$ cat src/rtl/dgnl_pkg.sv
// ----------------------------------------------------------------------------
// dgnl_pkg
// Shared types and constants of the digit grid neighbor linker.
// ----------------------------------------------------------------------------
package dgnl_pkg;

  localparam int POS_W   = 13;
  localparam int PITCH_W = 10;
  localparam int COUNT_W = 7;
  localparam int DIGIT_W = 4;
  localparam int CFG_IDX_W  = 3;
  localparam int CFG_DATA_W = 13;
  localparam int TDATA_W    = 40;

  localparam logic [7:0] CHAR_ZERO = 8'h30;
  localparam logic [7:0] CHAR_NINE = 8'h39;

  localparam logic [POS_W-1:0] POS_MAX = {POS_W{1'b1}};

  localparam logic [CFG_IDX_W-1:0] REG_GRID_COLUMNS = 3'd0;
  localparam logic [CFG_IDX_W-1:0] REG_GRID_ROWS    = 3'd1;
  localparam logic [CFG_IDX_W-1:0] REG_FIRST_X      = 3'd2;
  localparam logic [CFG_IDX_W-1:0] REG_FIRST_Y      = 3'd3;
  localparam logic [CFG_IDX_W-1:0] REG_PITCH        = 3'd4;

  localparam logic [COUNT_W-1:0] RST_GRID_COLUMNS = 7'd26;
  localparam logic [COUNT_W-1:0] RST_GRID_ROWS    = 7'd15;
  localparam logic [POS_W-1:0]   RST_FIRST_X      = 13'd47;
  localparam logic [POS_W-1:0]   RST_FIRST_Y      = 13'd64;
  localparam logic [PITCH_W-1:0] RST_PITCH        = 10'd48;

  typedef struct packed {
    logic [COUNT_W-1:0] grid_columns;
    logic [COUNT_W-1:0] grid_rows;
    logic [POS_W-1:0]   first_x_half_px;
    logic [POS_W-1:0]   first_y_half_px;
    logic [PITCH_W-1:0] pitch_half_px;
  } cfg_t;

  typedef struct packed {
    logic                grid_full;
    logic                link_above_left;
    logic                link_above_right;
    logic                link_above;
    logic                link_left;
    logic [POS_W-1:0]    center_y;
    logic [POS_W-1:0]    center_x;
    logic [DIGIT_W-1:0]  digit;
  } result_t;

endpackage

$ cat src/rtl/dgnl_ram.sv
// ----------------------------------------------------------------------------
// dgnl_ram
// Generic RAM with one write port and two registered read ports.
// ----------------------------------------------------------------------------
module dgnl_ram #(
  parameter int WIDTH = 4,
  parameter int DEPTH = 64
) (
  input  logic                     clk,
  input  logic                     we,
  input  logic [$clog2(DEPTH)-1:0] waddr,
  input  logic [WIDTH-1:0]         wdata,
  input  logic [$clog2(DEPTH)-1:0] raddr0,
  input  logic [$clog2(DEPTH)-1:0] raddr1,
  output logic [WIDTH-1:0]         rdata0,
  output logic [WIDTH-1:0]         rdata1
);

  logic [WIDTH-1:0] mem [DEPTH];

  always_ff @(posedge clk) begin
    if (we) begin
      mem[waddr] <= wdata;
    end
    rdata0 <= mem[raddr0];
    rdata1 <= mem[raddr1];
  end

endmodule

$ cat src/rtl/dgnl_cfg.sv
// ----------------------------------------------------------------------------
// dgnl_cfg
// Configuration register file; also shows the value after a pending write.
// ----------------------------------------------------------------------------
module dgnl_cfg (
  input  logic                             clk,
  input  logic                             rst,
  input  logic                             cfg_valid,
  input  logic [dgnl_pkg::CFG_IDX_W-1:0]   cfg_index,
  input  logic [dgnl_pkg::CFG_DATA_W-1:0]  cfg_data,
  output dgnl_pkg::cfg_t                   cfg,
  output dgnl_pkg::cfg_t                   cfg_next
);

  always_comb begin
    cfg_next = cfg;
    if (cfg_valid) begin
      unique case (cfg_index)
        dgnl_pkg::REG_GRID_COLUMNS: cfg_next.grid_columns    = cfg_data[6:0];
        dgnl_pkg::REG_GRID_ROWS:    cfg_next.grid_rows       = cfg_data[6:0];
        dgnl_pkg::REG_FIRST_X:      cfg_next.first_x_half_px = cfg_data;
        dgnl_pkg::REG_FIRST_Y:      cfg_next.first_y_half_px = cfg_data;
        dgnl_pkg::REG_PITCH:        cfg_next.pitch_half_px   = cfg_data[9:0];
        default: ;
      endcase
    end
    if (rst) begin
      cfg_next.grid_columns    = dgnl_pkg::RST_GRID_COLUMNS;
      cfg_next.grid_rows       = dgnl_pkg::RST_GRID_ROWS;
      cfg_next.first_x_half_px = dgnl_pkg::RST_FIRST_X;
      cfg_next.first_y_half_px = dgnl_pkg::RST_FIRST_Y;
      cfg_next.pitch_half_px   = dgnl_pkg::RST_PITCH;
    end
  end

  always_ff @(posedge clk) begin
    cfg <= cfg_next;
  end

endmodule

$ cat src/rtl/dgnl_core.sv
// ----------------------------------------------------------------------------
// dgnl_core
// Grid position, center arithmetic, line buffer and neighbor compares.
// ----------------------------------------------------------------------------
module dgnl_core #(
  parameter int MAX_COLUMNS = 64,
  parameter int MAX_ROWS    = 64
) (
  input  logic                 clk,
  input  logic                 rst,
  input  dgnl_pkg::cfg_t       cfg,
  input  dgnl_pkg::cfg_t       cfg_next,
  input  logic                 in_accept,
  input  logic [7:0]           in_byte,
  output logic                 res_valid,
  output dgnl_pkg::result_t    res
);

  localparam int IDX_W  = $clog2(MAX_COLUMNS);
  localparam int CNT_W  = $clog2(MAX_COLUMNS + 1);
  localparam int RCNT_W = $clog2(MAX_ROWS + 1);
  localparam int MX_W   = (CNT_W > RCNT_W) ? CNT_W : RCNT_W;
  localparam int CMP_W  = (MX_W > dgnl_pkg::COUNT_W) ? MX_W : dgnl_pkg::COUNT_W;
  localparam logic [CMP_W-1:0] COL_LIM = CMP_W'(MAX_COLUMNS);
  localparam logic [CMP_W-1:0] ROW_LIM = CMP_W'(MAX_ROWS);
  localparam int DW = dgnl_pkg::DIGIT_W;
  localparam int PW = dgnl_pkg::POS_W;

  function automatic logic [CMP_W-1:0] clamp_count(input logic [dgnl_pkg::COUNT_W-1:0] v,
                                                   input logic [CMP_W-1:0] lim);
    logic [CMP_W-1:0] ve;
    ve = CMP_W'(v);
    if (ve == '0) begin
      return CMP_W'(1);
    end else if (ve > lim) begin
      return lim;
    end
    return ve;
  endfunction

  function automatic logic [PW-1:0] sat_add(input logic [PW-1:0] a,
                                            input logic [dgnl_pkg::PITCH_W-1:0] b);
    logic [PW:0] s;
    s = {1'b0, a} + (PW + 1)'(b);
    return s[PW] ? dgnl_pkg::POS_MAX : s[PW-1:0];
  endfunction

  logic [CNT_W-1:0]  col_count, col_count_next;
  logic [RCNT_W-1:0] row_count, row_count_next;
  logic [PW-1:0]     x_acc, x_acc_next, y_acc, y_acc_next;
  logic              finished, finished_next;
  logic [DW-1:0]     last_digit, last_digit_next;
  logic [DW-1:0]     last_above, last_above_next;
  logic              hit0, hit1;
  logic [DW-1:0]     wd_q;

  logic [CMP_W-1:0]  cols_e, rows_e, cols_n;
  logic              wrap, over, is_digit, take, emit, full;
  logic [CNT_W-1:0]  c, c_n;
  logic [RCNT_W-1:0] r;
  logic [DW-1:0]     d, above_v, ar_v, rd0, rd1;
  logic [PW-1:0]     x, y;
  logic [IDX_W-1:0]  waddr, raddr0, raddr1;

  always_comb begin
    cols_e   = clamp_count(cfg.grid_columns, COL_LIM);
    rows_e   = clamp_count(cfg.grid_rows, ROW_LIM);
    is_digit = (in_byte >= dgnl_pkg::CHAR_ZERO) && (in_byte <= dgnl_pkg::CHAR_NINE);
    wrap     = CMP_W'(col_count) >= cols_e;
    c        = wrap ? '0 : col_count;
    r        = wrap ? row_count + RCNT_W'(1) : row_count;
    over     = CMP_W'(r) >= rows_e;
    take     = in_accept && !finished && is_digit;
    emit     = take && !over;
    d        = DW'(in_byte - dgnl_pkg::CHAR_ZERO);
    above_v  = hit0 ? wd_q : rd0;
    ar_v     = hit1 ? wd_q : rd1;
    full     = (CMP_W'(c) + CMP_W'(1) >= cols_e) && (CMP_W'(r) + CMP_W'(1) >= rows_e);

    if (c == '0) begin
      x = cfg.first_x_half_px;
      y = (r == '0) ? cfg.first_y_half_px : sat_add(y_acc, cfg.pitch_half_px);
    end else begin
      x = sat_add(x_acc, cfg.pitch_half_px);
      y = y_acc;
    end

    res.digit            = d;
    res.center_x         = x;
    res.center_y         = y;
    res.link_left        = (c != '0) && (last_digit == d);
    res.link_above       = (r != '0) && (above_v == d);
    res.link_above_right = (r != '0) && (CMP_W'(c) + CMP_W'(1) < cols_e) && (ar_v == d);
    res.link_above_left  = (r != '0) && (c != '0) && (last_above == d);
    res.grid_full        = full;
    res_valid            = emit;

    col_count_next  = col_count;
    row_count_next  = row_count;
    x_acc_next      = x_acc;
    y_acc_next      = y_acc;
    finished_next   = finished;
    last_digit_next = last_digit;
    last_above_next = last_above;
    if (take) begin
      row_count_next = r;
      if (over) begin
        col_count_next = c;
        finished_next  = 1'b1;
      end else begin
        col_count_next  = c + CNT_W'(1);
        x_acc_next      = x;
        y_acc_next      = y;
        finished_next   = full;
        last_digit_next = d;
        last_above_next = above_v;
      end
    end
    if (rst) begin
      col_count_next = '0;
      row_count_next = '0;
      x_acc_next     = dgnl_pkg::RST_FIRST_X;
      y_acc_next     = dgnl_pkg::RST_FIRST_Y;
      finished_next  = 1'b0;
    end

    // The line buffer is read ahead for the cell that the next digit will fill.
    cols_n = clamp_count(cfg_next.grid_columns, COL_LIM);
    c_n    = (CMP_W'(col_count_next) >= cols_n) ? '0 : col_count_next;
    raddr0 = c_n[IDX_W-1:0];
    raddr1 = IDX_W'(c_n + CNT_W'(1));
    waddr  = c[IDX_W-1:0];
  end

  dgnl_ram #(
    .WIDTH (DW),
    .DEPTH (MAX_COLUMNS)
  ) u_line (
    .clk    (clk),
    .we     (emit),
    .waddr  (waddr),
    .wdata  (d),
    .raddr0 (raddr0),
    .raddr1 (raddr1),
    .rdata0 (rd0),
    .rdata1 (rd1)
  );

  always_ff @(posedge clk) begin
    col_count  <= col_count_next;
    row_count  <= row_count_next;
    x_acc      <= x_acc_next;
    y_acc      <= y_acc_next;
    finished   <= finished_next;
    last_digit <= last_digit_next;
    last_above <= last_above_next;
    hit0       <= emit && (raddr0 == waddr);
    hit1       <= emit && (raddr1 == waddr);
    wd_q       <= d;
  end

endmodule

$ cat src/rtl/digit_grid_neighbor_linker.sv
// ----------------------------------------------------------------------------
// digit_grid_neighbor_linker
// Places stream digits on a grid and flags equal neighbors of each cell.
// ----------------------------------------------------------------------------
// Bytes enter on the s_ group; each accepted word carries one character.
// Characters other than '0' to '9' are dropped. Every digit fills the next
// grid cell in raster order and yields one word on the m_ group with the
// digit, the cell center in half pixels and four neighbor flags; tlast
// marks the last cell of the grid, after which all input is dropped.
// The cfg group writes the five grid registers; write it only while idle.
// The result word is registered and appears in the cycle after its byte
// is accepted, and one byte is taken every cycle while the receiver does
// not stall. The line buffer RAM is read ahead for the next cell, so
// its two registered read ports and the center adder keep that rate.
// A stalled receiver holds the result in the output register; s_tready
// stays high while that register is free or being emptied.
// Reset (rst, synchronous) loads the register defaults and restarts the
// grid at its first cell; the line buffer contents are not cleared.
// ----------------------------------------------------------------------------
module digit_grid_neighbor_linker #(
  parameter int MAX_COLUMNS = 64,
  parameter int MAX_ROWS    = 64
) (
  input  logic                             clk,
  input  logic                             rst,
  input  logic                             s_tvalid,
  output logic                             s_tready,
  input  logic [7:0]                       s_tdata,   // in_byte
  output logic                             m_tvalid,
  input  logic                             m_tready,
  // digit, center_x, center_y, link_left, link_above, link_above_right,
  // link_above_left, zero fill
  output logic [dgnl_pkg::TDATA_W-1:0]     m_tdata,
  output logic                             m_tlast,   // grid_full
  input  logic                             cfg_valid,
  output logic                             cfg_ready,
  input  logic [dgnl_pkg::CFG_IDX_W-1:0]   cfg_index,
  input  logic [dgnl_pkg::CFG_DATA_W-1:0]  cfg_data
);

  dgnl_pkg::cfg_t    cfg, cfg_next;
  dgnl_pkg::result_t res;
  logic              res_valid;

  assign cfg_ready = 1'b1;
  assign s_tready  = !m_tvalid || m_tready;

  dgnl_cfg u_cfg (
    .clk       (clk),
    .rst       (rst),
    .cfg_valid (cfg_valid),
    .cfg_index (cfg_index),
    .cfg_data  (cfg_data),
    .cfg       (cfg),
    .cfg_next  (cfg_next)
  );

  dgnl_core #(
    .MAX_COLUMNS (MAX_COLUMNS),
    .MAX_ROWS    (MAX_ROWS)
  ) u_core (
    .clk       (clk),
    .rst       (rst),
    .cfg       (cfg),
    .cfg_next  (cfg_next),
    .in_accept (s_tvalid && s_tready),
    .in_byte   (s_tdata),
    .res_valid (res_valid),
    .res       (res)
  );

  always_ff @(posedge clk) begin
    if (rst) begin
      m_tvalid <= 1'b0;
    end else if (res_valid) begin
      m_tvalid <= 1'b1;
    end else if (m_tready) begin
      m_tvalid <= 1'b0;
    end
    if (res_valid) begin
      m_tdata <= dgnl_pkg::TDATA_W'(res[$bits(res)-2:0]);
      m_tlast <= res.grid_full;
    end
  end

endmodule

$ cat config.mk
export PLATFORM = sky130hd
export DESIGN_NAME = digit_grid_neighbor_linker
export DESIGN_NICKNAME = d
export VERILOG_FILES = /design/src/rtl/dgnl_pkg.sv /design/src/rtl/dgnl_ram.sv /design/src/rtl/dgnl_cfg.sv /design/src/rtl/dgnl_core.sv /design/src/rtl/digit_grid_neighbor_linker.sv
export SDC_FILE = /design/constraint.sdc
export NUM_CORES = 1
export LEC_CHECK = 0
export BUFFER_PORTS_ARGS = -buffer_cell sky130_fd_sc_hd__buf_4
export CAP_MARGIN = 10
export CORE_MARGIN = 10
export CORE_UTILIZATION = 59
export CTS_CLUSTER_SIZE = 8
export DETAILED_ROUTE_END_ITERATION = 10
export GPL_ROUTABILITY_DRIVEN = 1
export PLACE_DENSITY = 0.76
export SLEW_MARGIN = 30
export SYNTH_ARGS = -nofsm -noshare
export SYNTH_HDL_FRONTEND = slang
export SYNTH_SLANG_ARGS = --single-unit
$ cat constraint.sdc
create_clock -name clk -period 18.24 [get_ports clk]
set_clock_uncertainty 0.1 [all_clocks]
set_input_delay 5.472 -clock clk [delete_from_list [all_inputs] [get_ports clk]]
set_output_delay 5.472 -clock clk [all_outputs]
set_load 0.01 [all_outputs]
==> results.txt <==
The final number of max-transition violations is 0. The combinational power share came out at 3.5%. By area the synthesized netlist is led by edfxtp_1 42%, dfxtp_1 10%, mux4_2 6.3%, nand2_1 5.1%, mux2i_1 4.8%. The first global-routing pass estimated 92200 um of wire. Among all flip-flop cells after synthesis, the most frequent one is edfxtp_1. The repair_antennas step left the layout with diodes totalling 0.

The count of different cell masters after synthesis is 80. The critical path required time is 18630 ps. The max-slew headroom at the worst pin came out at 37.9%.

The total number of clock tree sinks came out at 401. The pre-antenna-repair detailed-routing pass consisted of 7 iterations. The final critical-path share of the clock period came out at 76.9%. For this design the static power due to leakage is 8.47 nW. The detail route stage leaves a number of antenna-violating nets equal to 0.

The total number of yosys warnings came out at 0. The flow ran to the end, and the final reports show no timing, DRC or antenna violations. The setup slack of the critical path after layout came out at 4220 ps. The synthesized netlist occupies a cell area of 21000 um2. The worst path needs 14020 ps of the cycle, external delays included.

In this run the clock root is driven by a clkbuf_16. The share of total power dissipated in the clock network is 48.2%. The mean instance size in the synthesized netlist came out at 11.2 um2. For the worst-skew pair, the clock arrives at the later sink with an insertion delay of 590 ps. Summed over all instances, the cell type with the most area after synthesis is edfxtp_1. The most common cell in the synthesized netlist is edfxtp_1. The design draws 0.00204 W.

For this design, the CTS-stage hold fixing added 0 buffers. The die is 208 um wide. After synthesis, the most frequently instantiated cells are 295 x edfxtp_1, 284 x nand2_1, 182 x nor2_1. The post-detailed-routing wire length is 61300 um. For this run the aggregate overflow at the end of global routing stands at 0. Summing over every cut layer, the via total after detailed routing is 16300.

The initial core utilization came out at 60.2%. The worst-case setup slack after placement came out at 3800 ps. The number of global-route vias before repair came to 15100. The sequential cell area fraction in the yosys report came out at 52.4%. The share of cells above drive strength 1 came out at 13.4%.

The total negative slack came out at 0 ps. 73 I/O pins were placed. The worst path arrival time came out at 14410 ps. The switching power summed over all nets is 0.000433 W. The maximum frequency from static timing analysis is 71.3 MHz.

The transition time at the pin with the least slew margin came out at 927 ps. The clock passes through at most 3 buffers. The critical path is of the in2reg type. After floorplanning, the core was divided into 68 placement rows. Entering global routing, the biggest net connects 91 pins. The path class of the tightest hold or removal check is reg2reg. The number of synthesized register bits is 401. Once detailed placement completed, the half-perimeter wirelength came to 41200 um. The largest vdd supply drop came out at 79.9 uV. CTS built an H-tree with a depth of 2. In this run, synthesis inferred 295 flip-flops with an integrated enable. During placement, the flow inserted port buffers numbering 65. The post-CTS setup-driven buffer insertion count came out at 0.

The internal power consumption is 0.00161 W. Dividing the detail-routed via count by the number of cells gives 6.76. Registers are responsible for 48.4% of the overall power. After synthesis, the share of flip-flops with an asynchronous set or reset is 0%.

Dividing the detail-routed wire length by the instance count gives 25.5 um. The overall global routing resource usage came out at 27.0%. The final estimated routing congestion in global placement came out at 0.957. Of the total power, the share spent switching nets is 21.2%.

The area inside the core boundary came out at 34800 um2. For this run, design rule violations remaining after detail routing come to 0. The number of antenna violations at the first check in global routing was 0. The synthesized netlist cell count came out at 1873. The number of violations reported at the end of detailed-routing iteration 0 came out at 2161.

The post-synthesis to final-layout area growth is 11.3%. The number of buffers created by CTS is 56. The count of instances resized after the clock tree is built came out at 0. Setup repair after global routing left no endpoint under its margin. The final-report hold violation count is 0. STA classifies the critical path endpoint as a flip-flop. The die covers 43500 um2.

Power spread over the standard cell area amounts to 87.5 nW/um2. STA classifies the critical path startpoint as an input pin. The post-CTS clock slew at the launch and capture registers of the worst setup and hold paths came out at 50 ps. The reported max-cap violation count is 0. TritonCTS built the clock tree.

The biggest fanout along the worst timing path came out at 90. The die span in y came out at 208 um. The final number of setup-violating endpoints came out at 0.

The number of nets in the layout is 1995. The share of synthesized area in the top cell type comes to 42.3%.
## cells in the final DEF (no fill, tap or decap), types with 57 or more instances in the layout
| master | count |
|---|---|
| clkbuf_16 | 59 |
| dfxtp_1 | 106 |
| ha_1 | 57 |
| nand3_1 | 70 |
| mux2i_1 | 100 |
| nand2_1 | 284 |
| edfxtp_1 | 295 |
| nor2_1 | 180 |
| a21oi_1 | 75 |
| buf_4 | 88 |
| mux4_2 | 59 |
## registers in the layout (all words and copies together), names as in the netlist, 3 cells and up
name                  cells
u_core.col_count          7
u_core.x_acc             13
u_core.u_line.rdata0      4
u_core.row_count          7
u_cfg.cfg                50
u_core.last_digit         3
u_core.u_line.rdata1      4
u_core.y_acc             13
u_core.last_above         4
u_core.u_line.mem       256
m_tdata                  31
u_core.wd_q               4
## path summary, 6_finish.rpt
kind	from	end	slack, ps	cells after the start
hold / removal	u_cfg.cfg[19]	u_cfg.cfg[19]	350	2
hold reg to reg	u_cfg.cfg[19]	u_cfg.cfg[19]	350	2
setup reg to reg	u_cfg.cfg[44]	u_core.u_line.rdata1[3]	6640	38
setup / recovery	s_tdata[1]	u_core.u_line.rdata1[3]	4220	28
## worst max-delay path, cell delays in order
cell	delay, ps
buf_4	200
o21ai_0	690
and4_1	440
nand2b_1	80
a311o_1	280
and2_1	210
nand3_1	100
o211ai_1	90
buf_4	300
inv_2	90
buf_4	590
ha_1	360
nand2b_1	140
a21oi_1	240
nand3_1	110
a32oi_1	180
nor2_1	90
nand4_1	90
a21o_1	370
nand3_4	600
inv_6	830
ha_2	940
buf_4	580
mux4_2	380
mux2_2	280
nand2_1	70
and4_1	230
and4bb_1	190
## metrics by stage
stage	cells	instance area, um2	util [%]	hold slack [ps]
floorplan	1878	21000	-	333
global placement	2301	21600	62.2	342
detailed placement	2303	21700	62.2	344
CTS	2406	23300	67.0	351
global route	2406	23300	67.0	374
finish	2406	23300	67.0	352
## final cells by class
cell class | count | area (um2)
clock buffers | 102 | 1650
clock inverters | 1 | 16.3
fillers | 2571 | 11500
inverters | 47 | 184
multi-input cells | 1310 | 9240
flip-flops and latches | 401 | 11000
well taps | 455 | 569
repair buffers | 90 | 683
## cell families after synthesis
logic type	count (synthesis)	share of synthesized area [%]
and+or+nand+nor	701	15.2
AOI/OAI and AO/OA	305	10.1
buffers and inverters	167	3.77
other	2	0.0358
xor gates and xnor gates	58	2.46
adders and majority gates	60	3.65
DFF	401	52.4
muxes	179	12.3
## metal layers
metal / vias up / global-route usage, % / wire, um
met5: - / 0.917 / 46
met3: 191 / 5.33 / 7810
met4: 2 / 10.3 / 2210
met1: 7832 / 38.6 / 24300
met2: 1166 / 39.8 / 27000
li1: 7068 / - / -
## power by group through the flow
stage / clock network [W] / registers [W] / logic [W]
after global placement: 0 / 0.00100 / 0.0000674
after detailed placement: 0 / 0.00100 / 0.0000690
final: 0.000983 / 0.000987 / 0.0000705
after CTS: 0.000989 / 0.000987 / 0.0000693
after global routing: 0.00103 / 0.000987 / 0.0000762
after floorplan: 0 / 0.00100 / 0.0000408
No activity file was read; power rests on OpenSTA's default activity.
